<file path="src/hw/rtl/hka_pkg.sv">
// Shared types and constants for the hall key actuation block.
// No dependencies.
`default_nettype none
package hka_pkg;
  localparam int KEY_COUNT = 3;
  localparam int KEY_BITS = 2;
  localparam int SAMPLE_BITS = 12;
  localparam int LEVEL_FRAC_BITS = 16;
  localparam int LEVEL_BITS = LEVEL_FRAC_BITS + 1;
  localparam int CFG_IDX_BITS = 3;
  localparam int CFG_DATA_BITS = 36;
  localparam int STATE_BITS = 28 + 18 + 7 + 17 + 1;
  localparam logic [LEVEL_BITS-1:0] LEVEL_ONE = LEVEL_BITS'(1) << LEVEL_FRAC_BITS;

  localparam logic [CFG_IDX_BITS-1:0] REG_MODE = 3'd0;
  localparam logic [CFG_IDX_BITS-1:0] REG_FILTER = 3'd1;
  localparam logic [CFG_IDX_BITS-1:0] REG_PRESS = 3'd2;
  localparam logic [CFG_IDX_BITS-1:0] REG_RELEASE = 3'd3;
  localparam logic [CFG_IDX_BITS-1:0] REG_WINDOW = 3'd4;
  localparam logic [CFG_IDX_BITS-1:0] REG_CAL0 = 3'd5;
  localparam logic [CFG_IDX_BITS-1:0] REG_CAL1 = 3'd6;
  localparam logic [CFG_IDX_BITS-1:0] REG_CAL2 = 3'd7;

  localparam logic [1:0] MODE_FIXED = 2'd0;
  localparam logic [1:0] MODE_HYST = 2'd1;
  localparam logic [1:0] MODE_RAPID = 2'd2;
  localparam logic [1:0] FILT_OFF = 2'd0;
  localparam logic [1:0] FILT_OVS = 2'd1;
  localparam logic [1:0] FILT_EMA = 2'd2;

  typedef struct packed {
    logic [KEY_BITS-1:0] channel;
    logic [SAMPLE_BITS-1:0] raw_sample;
  } in_item_t;

  typedef struct packed {
    logic [KEY_BITS-1:0] key_index;
    logic [LEVEL_BITS-1:0] key_level;
    logic is_pressed;
    logic press_edge;
    logic state_changed;
  } out_item_t;

  typedef struct packed {
    logic [27:0] ema_value;
    logic [17:0] ovs_sum;
    logic [6:0] ovs_count;
    logic [16:0] window_foot;
    logic key_pressed;
  } key_state_t;

  typedef struct packed {
    logic start;
    logic [16:0] upper;
    logic [17:0] dividend;
    logic [16:0] divisor;
  } div_req_t;
endpackage
`default_nettype wire

</file>
<file path="src/hw/rtl/hka_state_ram.sv">
// Per-key state memory, one synchronous read and one write port.
// Depends on hka_pkg.
`default_nettype none
module hka_state_ram (
  input  wire logic clk,
  input  wire logic we,
  input  wire logic [hka_pkg::KEY_BITS-1:0] waddr,
  input  wire hka_pkg::key_state_t wdata,
  input  wire logic [hka_pkg::KEY_BITS-1:0] raddr,
  output hka_pkg::key_state_t rdata
);
  import hka_pkg::*;
  key_state_t mem [KEY_COUNT];
  always_ff @(posedge clk) begin
    if (we) mem[waddr] <= wdata;
    rdata <= mem[raddr];
  end
endmodule
`default_nettype wire

</file>
<file path="src/hw/rtl/hka_divider.sv">
// Restoring divider, one quotient bit per cycle, 18-bit quotient.
// Depends on hka_pkg.
`default_nettype none
module hka_divider (
  input  wire logic clk,
  input  wire logic rst,
  input  wire hka_pkg::div_req_t req,
  output logic done,
  output logic [17:0] quotient
);
  import hka_pkg::*;
  logic [17:0] rem;
  logic [17:0] q;
  logic [16:0] dv;
  logic [4:0] cnt;
  logic busy;
  logic [18:0] trial;
  assign trial = {rem, q[17]} - {2'b0, dv};
  assign quotient = q;
  always_ff @(posedge clk) begin
    if (rst) begin
      busy <= 1'b0;
      done <= 1'b0;
    end else begin
      done <= 1'b0;
      if (req.start) begin
        busy <= 1'b1;
        rem <= {1'b0, req.upper};
        q <= req.dividend;
        dv <= req.divisor;
        cnt <= 5'd17;
      end else if (busy) begin
        if (!trial[18]) begin
          rem <= trial[17:0];
          q <= {q[16:0], 1'b1};
        end else begin
          rem <= {rem[16:0], q[17]};
          q <= {q[16:0], 1'b0};
        end
        if (cnt == 5'd0) begin
          busy <= 1'b0;
          done <= 1'b1;
        end
        cnt <= cnt - 5'd1;
      end
    end
  end
endmodule
`default_nettype wire

</file>
<file path="src/hw/rtl/hall_key_actuation_top.sv">
// Hall key actuation: filter, normalize and actuate one key sample per transfer.
// Steps: read per-key state, filter (off, moving average, or oversample average by serial
// division), normalize (calibration scaling by serial division), actuate, output.
// One sample in flight; the next is taken the cycle after its result is loaded, and
// loading waits while an earlier result is stalled. A sample held by oversampling yields no result.
// Reset (rst, synchronous) restores register defaults, then a clearing pass
// zeroes per-key state. Depends on hka_pkg, hka_state_ram, hka_divider.
`default_nettype none
module hall_key_actuation_top (
  input  wire logic clk,
  input  wire logic rst,
  input  wire logic in_valid,
  output logic in_stall,
  input  wire hka_pkg::in_item_t in_data,
  output logic out_valid,
  input  wire logic out_stall,
  output hka_pkg::out_item_t out_data,
  input  wire logic cfg_we,
  input  wire logic [hka_pkg::CFG_IDX_BITS-1:0] cfg_index,
  input  wire logic [hka_pkg::CFG_DATA_BITS-1:0] cfg_value
);
  import hka_pkg::*;

  typedef enum logic [3:0] {
    S_CLEAR, S_IDLE, S_READ, S_FILT, S_EMA, S_OVSDIV, S_NORM, S_CALDIV, S_ACT, S_OUT
  } st_t;

  st_t st;
  logic [1:0] handler_mode;
  logic [23:0] filter_setup;
  logic [16:0] press_level, release_level, window_size;
  logic [35:0] key_cal [KEY_COUNT];

  logic [KEY_BITS-1:0] key;
  logic [SAMPLE_BITS-1:0] raw;
  key_state_t ks;
  key_state_t rd;
  key_state_t rd_clr;
  logic we;
  key_state_t wdata;
  logic [KEY_BITS-1:0] raddr;
  logic [SAMPLE_BITS-1:0] x;
  logic [16:0] level;
  logic signed [14:0] num, den;
  div_req_t dreq;
  logic ddone;
  logic [17:0] dq;

  hka_state_ram u_ram (.clk(clk), .we(we), .waddr(key), .wdata(wdata),
    .raddr(raddr), .rdata(rd));
  hka_divider u_div (.clk(clk), .rst(rst), .req(dreq), .done(ddone), .quotient(dq));

  assign raddr = key;
  assign in_stall = (st != S_IDLE);

  // filter arithmetic
  logic [27:0] xq;
  logic [28:0] dif;
  logic [44:0] prod;
  logic [27:0] ema_n;
  logic [17:0] sum_n;
  logic [6:0] cnt_n;
  logic [6:0] ovs_n;
  assign xq = {raw, 16'd0};
  assign dif = (xq >= rd.ema_value) ? {1'b0, xq - rd.ema_value} : {1'b0, rd.ema_value - xq};
  assign ema_n = (xq >= rd.ema_value) ? rd.ema_value + prod[43:16] : rd.ema_value - prod[43:16];
  assign sum_n = rd.ovs_sum + 18'(raw);
  assign cnt_n = rd.ovs_count + 7'd1;
  assign ovs_n = {1'b0, filter_setup[7:2]} + 7'd1;

  always_comb begin
    rd_clr = rd;
    rd_clr.ovs_sum = '0;
    rd_clr.ovs_count = '0;
  end

  // normalization inputs
  logic [35:0] cal;
  logic signed [14:0] cmin, cmax, cdz;
  assign cal = key_cal[key];
  assign cmin = 15'(cal[11:0]);
  assign cmax = 15'(cal[23:12]);
  assign cdz = 15'(cal[35:24]);
  assign num = 15'(x) - cmin - cdz;
  assign den = cmax - cmin - (cdz <<< 1);

  always_comb begin
    dreq = '0;
    if (st == S_FILT && filter_setup[1:0] == FILT_OVS && cnt_n >= ovs_n) begin
      dreq.start = 1'b1;
      dreq.dividend = sum_n;
      dreq.divisor = 17'(cnt_n);
    end else if (st == S_NORM && den > 0 && num > 0 && num < den) begin
      dreq.start = 1'b1;
      dreq.upper = 17'(num[13:2]);
      dreq.dividend = {num[1:0], 16'd0};
      dreq.divisor = 17'(den);
    end
  end

  // actuation
  logic [17:0] foot_hi;
  logic now;
  logic [16:0] foot;
  always_comb begin
    foot_hi = 18'(ks.window_foot) + 18'(window_size);
    now = ks.key_pressed;
    foot = ks.window_foot;
    case (handler_mode)
      MODE_HYST: begin
        if (level > press_level) now = 1'b1;
        else if (level < release_level) now = 1'b0;
      end
      MODE_RAPID: begin
        if (18'(level) > foot_hi) begin
          now = 1'b1;
          foot = level - window_size;
        end else if (level < ks.window_foot) begin
          now = 1'b0;
          foot = level;
        end
        if (level == 17'd0) foot = 17'd0;
        if (level == LEVEL_ONE) foot = (window_size > LEVEL_ONE) ? 17'd0 : LEVEL_ONE - window_size;
      end
      default: now = level > press_level;
    endcase
  end

  always_comb begin
    we = 1'b0;
    wdata = ks;
    if (st == S_CLEAR) begin
      we = 1'b1;
      wdata = '0;
    end else if (st == S_ACT) begin
      we = 1'b1;
      wdata.key_pressed = now;
      if (handler_mode == MODE_RAPID) wdata.window_foot = foot;
    end else if (st == S_FILT && filter_setup[1:0] == FILT_OVS && cnt_n < ovs_n) begin
      we = 1'b1;
      wdata = rd;
      wdata.ovs_sum = sum_n;
      wdata.ovs_count = cnt_n;
    end
  end

  always_ff @(posedge clk) begin
    prod <= 45'(dif) * 45'(filter_setup[23:8]);
    if (rst) begin
      st <= S_CLEAR;
      key <= '0;
      out_valid <= 1'b0;
      handler_mode <= '0;
      filter_setup <= '0;
      press_level <= 17'd32768;
      release_level <= 17'd16384;
      window_size <= 17'd6554;
      for (int i = 0; i < KEY_COUNT; i++) key_cal[i] <= '0;
    end else begin
      if (cfg_we) begin
        case (cfg_index)
          REG_MODE: handler_mode <= cfg_value[1:0];
          REG_FILTER: filter_setup <= cfg_value[23:0];
          REG_PRESS: press_level <= cfg_value[16:0];
          REG_RELEASE: release_level <= cfg_value[16:0];
          REG_WINDOW: window_size <= cfg_value[16:0];
          REG_CAL0: key_cal[0] <= cfg_value;
          REG_CAL1: key_cal[1] <= cfg_value;
          REG_CAL2: key_cal[2] <= cfg_value;
          default: ;
        endcase
      end
      if (st == S_OUT && (!out_valid || !out_stall)) out_valid <= 1'b1;
      else if (out_valid && !out_stall) out_valid <= 1'b0;
      case (st)
        S_CLEAR: begin
          if (32'(key) == KEY_COUNT - 1) begin
            st <= S_IDLE;
          end else key <= key + 1'b1;
        end
        S_IDLE: begin
          if (in_valid && 32'(in_data.channel) < KEY_COUNT) begin
            key <= in_data.channel;
            raw <= in_data.raw_sample;
            st <= S_READ;
          end
        end
        S_READ: st <= S_FILT;
        S_FILT: begin
          case (filter_setup[1:0])
            FILT_OFF: begin
              ks <= rd;
              x <= raw;
              st <= S_NORM;
            end
            FILT_OVS: begin
              if (cnt_n < ovs_n) st <= S_IDLE;
              else begin
                ks <= rd_clr;
                st <= S_OVSDIV;
              end
            end
            default: begin
              ks <= rd;
              st <= S_EMA;
            end
          endcase
        end
        S_EMA: begin
          ks.ema_value <= ema_n;
          x <= ema_n[27:16];
          st <= S_NORM;
        end
        S_OVSDIV: begin
          if (ddone) begin
            x <= dq[11:0];
            st <= S_NORM;
          end
        end
        S_NORM: begin
          if (den <= 0) begin
            level <= (num > 0) ? LEVEL_ONE : 17'd0;
            st <= S_ACT;
          end else if (num <= 0) begin
            level <= 17'd0;
            st <= S_ACT;
          end else if (num >= den) begin
            level <= LEVEL_ONE;
            st <= S_ACT;
          end else begin
            st <= S_CALDIV;
          end
        end
        S_CALDIV: begin
          if (ddone) begin
            level <= dq[16:0];
            st <= S_ACT;
          end
        end
        S_ACT: st <= S_OUT;
        S_OUT: begin
          if (!out_valid || !out_stall) begin
            out_data.key_index <= key;
            out_data.key_level <= level;
            out_data.is_pressed <= now;
            out_data.press_edge <= now & ~ks.key_pressed;
            out_data.state_changed <= now ^ ks.key_pressed;
            st <= S_IDLE;
          end
        end
        default: st <= S_IDLE;
      endcase
    end
  end
endmodule
`default_nettype wire
</file>
<file path="config.mk">
export PLATFORM = sky130hd
export DESIGN_NAME = hall_key_actuation_top
export DESIGN_NICKNAME = d
export VERILOG_FILES = /design/src/hw/rtl/hka_pkg.sv /design/src/hw/rtl/hka_state_ram.sv /design/src/hw/rtl/hka_divider.sv /design/src/hw/rtl/hall_key_actuation_top.sv
export SDC_FILE = /design/constraint.sdc
export NUM_CORES = 2
export LEC_CHECK = 0
export ABC_AREA = 1
export ABC_CLOCK_PERIOD_IN_PS = 9550
export BUFFER_PORTS_ARGS = -buffer_cell sky130_fd_sc_hd__buf_2
export CAP_MARGIN = 20
export CORE_MARGIN = 2
export CORE_UTILIZATION = 45
export CTS_CLUSTER_DIAMETER = 50
export CTS_CLUSTER_SIZE = 25
export DETAILED_ROUTE_END_ITERATION = 8
export PLACE_DENSITY = 0.56
export SKIP_CTS_REPAIR_TIMING = 1
export SYNTH_ARGS = -nofsm -noshare
export SYNTH_HDL_FRONTEND = slang
export SYNTH_HIERARCHICAL = 1
export SYNTH_SLANG_ARGS = --single-unit
export TNS_END_PERCENT = 10
</file>
<file path="constraint.sdc">
create_clock -name clk -period 9.55 [get_ports clk]
set_input_delay 2.865 -clock clk [delete_from_list [all_inputs] [get_ports clk]]
set_output_delay 2.865 -clock clk [all_outputs]
set_load 0.02 [all_outputs]
</file>
==> results.json <==
{
  "rr_endpoint": "prod[31]",
  "yosysUniqueCellTypes": 70,
  "syn_inst": 6494,
  "max_freq_mhz": 111,
  "clockRootBuffer": "clkbuf_16",
  "critPathMaxFanout": 44,
  "final.min_clock_period_ns": 9.03,
  "slowest_stage": "fa_1",
  "antenna_found_initial": 2,
  "synth_commonest_cells": "nand2_1 (1443), inv_1 (1184), nor2_1 (591)",
  "setup_viol": 0,
  "cpMostUsedCell": "nand2_1",
  "power_w": 0.0203,
  "core_mm2": 0.120,
  "reg2reg_depth": 34,
  "tightest_slew_ns": 1.03,
  "drtIter0Drc": 3155,
  "synthArstFlopShare_pct": 0,
  "hold_path.class": "reg2reg",
  "power.leakage_nw": 27.8,
  "synth_top_cell_by_area": "edfxtp_1",
  "multi_input_area_mm2": 0.0296,
  "place_area_mm2": 0.0563,
  "holdWs_ns": 0.411,
  "layout-drive-gt1-share_pct": 6.82,
  "fin_skew_ns": 0.0446,
  "regToRegSetupSlack_ns": 0.52,
  "ys_seq_elements": 700,
  "die_width_um": 351,
  "ys_top_cells_by_area": "edfxtp_1 (28%), fa_1 (14%), nand2_1 (10%)",
  "vias": 43200,
  "fin_tns_setup_ns": 0,
  "seq_area_frac_synth_pct": 35.4,
  "rsz0062_at_grt": "false",
  "regArea_mm2": 0.0192,
  "maxCapViolCount": 0,
  "criticalPathCategory": "reg2reg",
  "cp-endpoint": "prod[31]",
  "htreeDepth": 3,
  "setup.worst_path.end_class": "flip-flop",
  "rows": 127,
  "cp.arrival_ns": 9.59,
  "r2r_start": "raw[1]",
  "drv_slew": 0,
  "yosys_most_used_dff": "edfxtp_1",
  "hold_viol_final": 0,
  "post-route-period-util_pct": 94.6,
  "cts_inserted_buffers": 88,
  "clk_path_buf_depth": 3,
  "initial_utilization_pct": 45.3,
  "postRouteAntennaNets": 0,
  "powerDensity_mw_per_mm2": 342,
  "status": "complete, no violations",
  "syn_area_mm2": 0.0542,
  "grt_usage_pct": 27.6,
  "dp_hpwl_mm": 130,
  "cts_tree": "yes",
  "drc": 0,
  "synthToLayoutAreaGrowth_pct": 9.85,
  "numPortBuffers": 81,
  "wl_per_cell_um": 20.4,
  "cp.required_ns": 10.11,
  "cts.sinks": 700,
  "final_area_mm2": 0.0595,
  "irDropWorstVdd_uv": 288,
  "synth_edf_count": 513,
  "avgSynthCellArea_um2": 8.34,
  "yosys_warnings": 6,
  "die_area_mm2": 0.123,
  "place_congestion": 0.974,
  "first_pass_iters": 5,
  "ios": 82,
  "clk_latency_ns": 0.70,
  "nets": 7354,
  "synth_top_cell_area_share_pct": 28.4,
  "die_h_um": 351,
  "antenna_cells": 0,
  "maxSlewHeadroom_pct": 30.9,
  "grt_max_degree": 86,
  "grt_pass1_wl_mm": 259,
  "start_kind": "flip-flop",
  "viasPerCell": 5.24,
  "wirelength_mm": 168,
  "gr-total-overflow": 0,
  "num-fill-cells": 11700,
  "hp-start": "u_ram/rdata[15]",
  "synth.most_common_cell": "nand2_1",
  "clk_pin_slew_ns": 0.07,
  "slowest_delay_ns": 0.58,
  "critPathLaunch": "raw[1]",
  "grt_pass1_vias": 42900
}
-- layer usage --
metal,vias up,global-route usage (%),share of wire (%)
met5,-,0,0.0053
met1,21000,36.9,44
met4,2,8.89,3.4
li1,20800,-,-
met3,269,3.27,4.6
met2,1101,46.8,48
-- worst min-delay path by stage --
stage | endpoint | slack (ns) | cells after the start
CTS | ks[15] | 0.41 | 0
detailed placement | ks[9] | 0.42 | 0
finish | ks[15] | 0.41 | 0
floorplan | ks[10] | 0.41 | 0
global route | ks[15] | 0.43 | 0
global placement | ks[14] | 0.41 | 0
-- area by class of cell --
| class | count | area share [%] |
|---|---|---|
| Tap cell | 1612 | 3.39 |
| Sequential cell | 700 | 32.2 |
| Timing Repair Buffer | 158 | 1.76 |
| Inverter | 1217 | 7.69 |
| Clock buffer | 95 | 3.82 |
| Multi-Input combinational cell | 4388 | 49.7 |
| Clock inverter | 69 | 1.39 |
-- cells by family (layout without fill, tap and decap cells) --
group           count (synthesis)  count (layout)  synth area share [%]
simple gates                 2519            2519                  19.4
buf+inv                      1414            1539                  10.3
compound gates                915             915                  9.32
fa+ha+maj                     743             743                  22.3
flops                         700             700                  35.4
xor+xnor                      202             202                  3.28
other cells                     1               9               0.00692
-- stage by stage --
stage | setup slack [ns] | utilization, % | instances
6_report | 0.515 | 49.7 | 8239
5_1_grt | 0.0664 | 49.7 | 8239
4_1_cts | 0.590 | 49.7 | 8235
3_5_place_dp | 0.628 | 47.1 | 8071
3_3_place_gp | 0.560 | 47.0 | 8069
2_1_floorplan | 1.51 | - | 6502
-- power by group --
group | switching [W] | internal (W)
Clock | 0.00153 | 0.00196
Combinational | 0.00835 | 0.00398
Sequential | 0.000414 | 0.00410
Total | 0.0103 | 0.0100
-- cell usage in the layout, fill, tap and decap left out, drive strengths merged, types with 39 or more instances in the layout --
cell and instances:
nand3 306, nand2 1470, nor3 52, edfxtp 513
clkinv 40, buf 158, dfxtp 187, nand4 39
a21oi 423, xnor2 65, fa 371, ha 372
xor2 137, o21ai 331, clkbuf 95, nor2 601
inv 1234
-- state kept, by name (all words and copies together), names as in the netlist, 18 cells and up, named ones only --
name            cells
out_data           22
u_div/rem          18
prod               28
ks                 71
u_ram/mem         213
u_ram/rdata        71
u_div/quotient     18
filter_setup       24
key_cal           108
-- critical path: cells and delay by family, from the launching register on --
family | cells | cell delay, ns
fa+ha+maj | 8 | 3.67
buf+inv | 9 | 1.57
simple gates | 11 | 1.93
flops | 1 | 0.47
xor+xnor | 1 | 0.15
compound gates | 5 | 1.07
(Power assumes the default switching activity.)
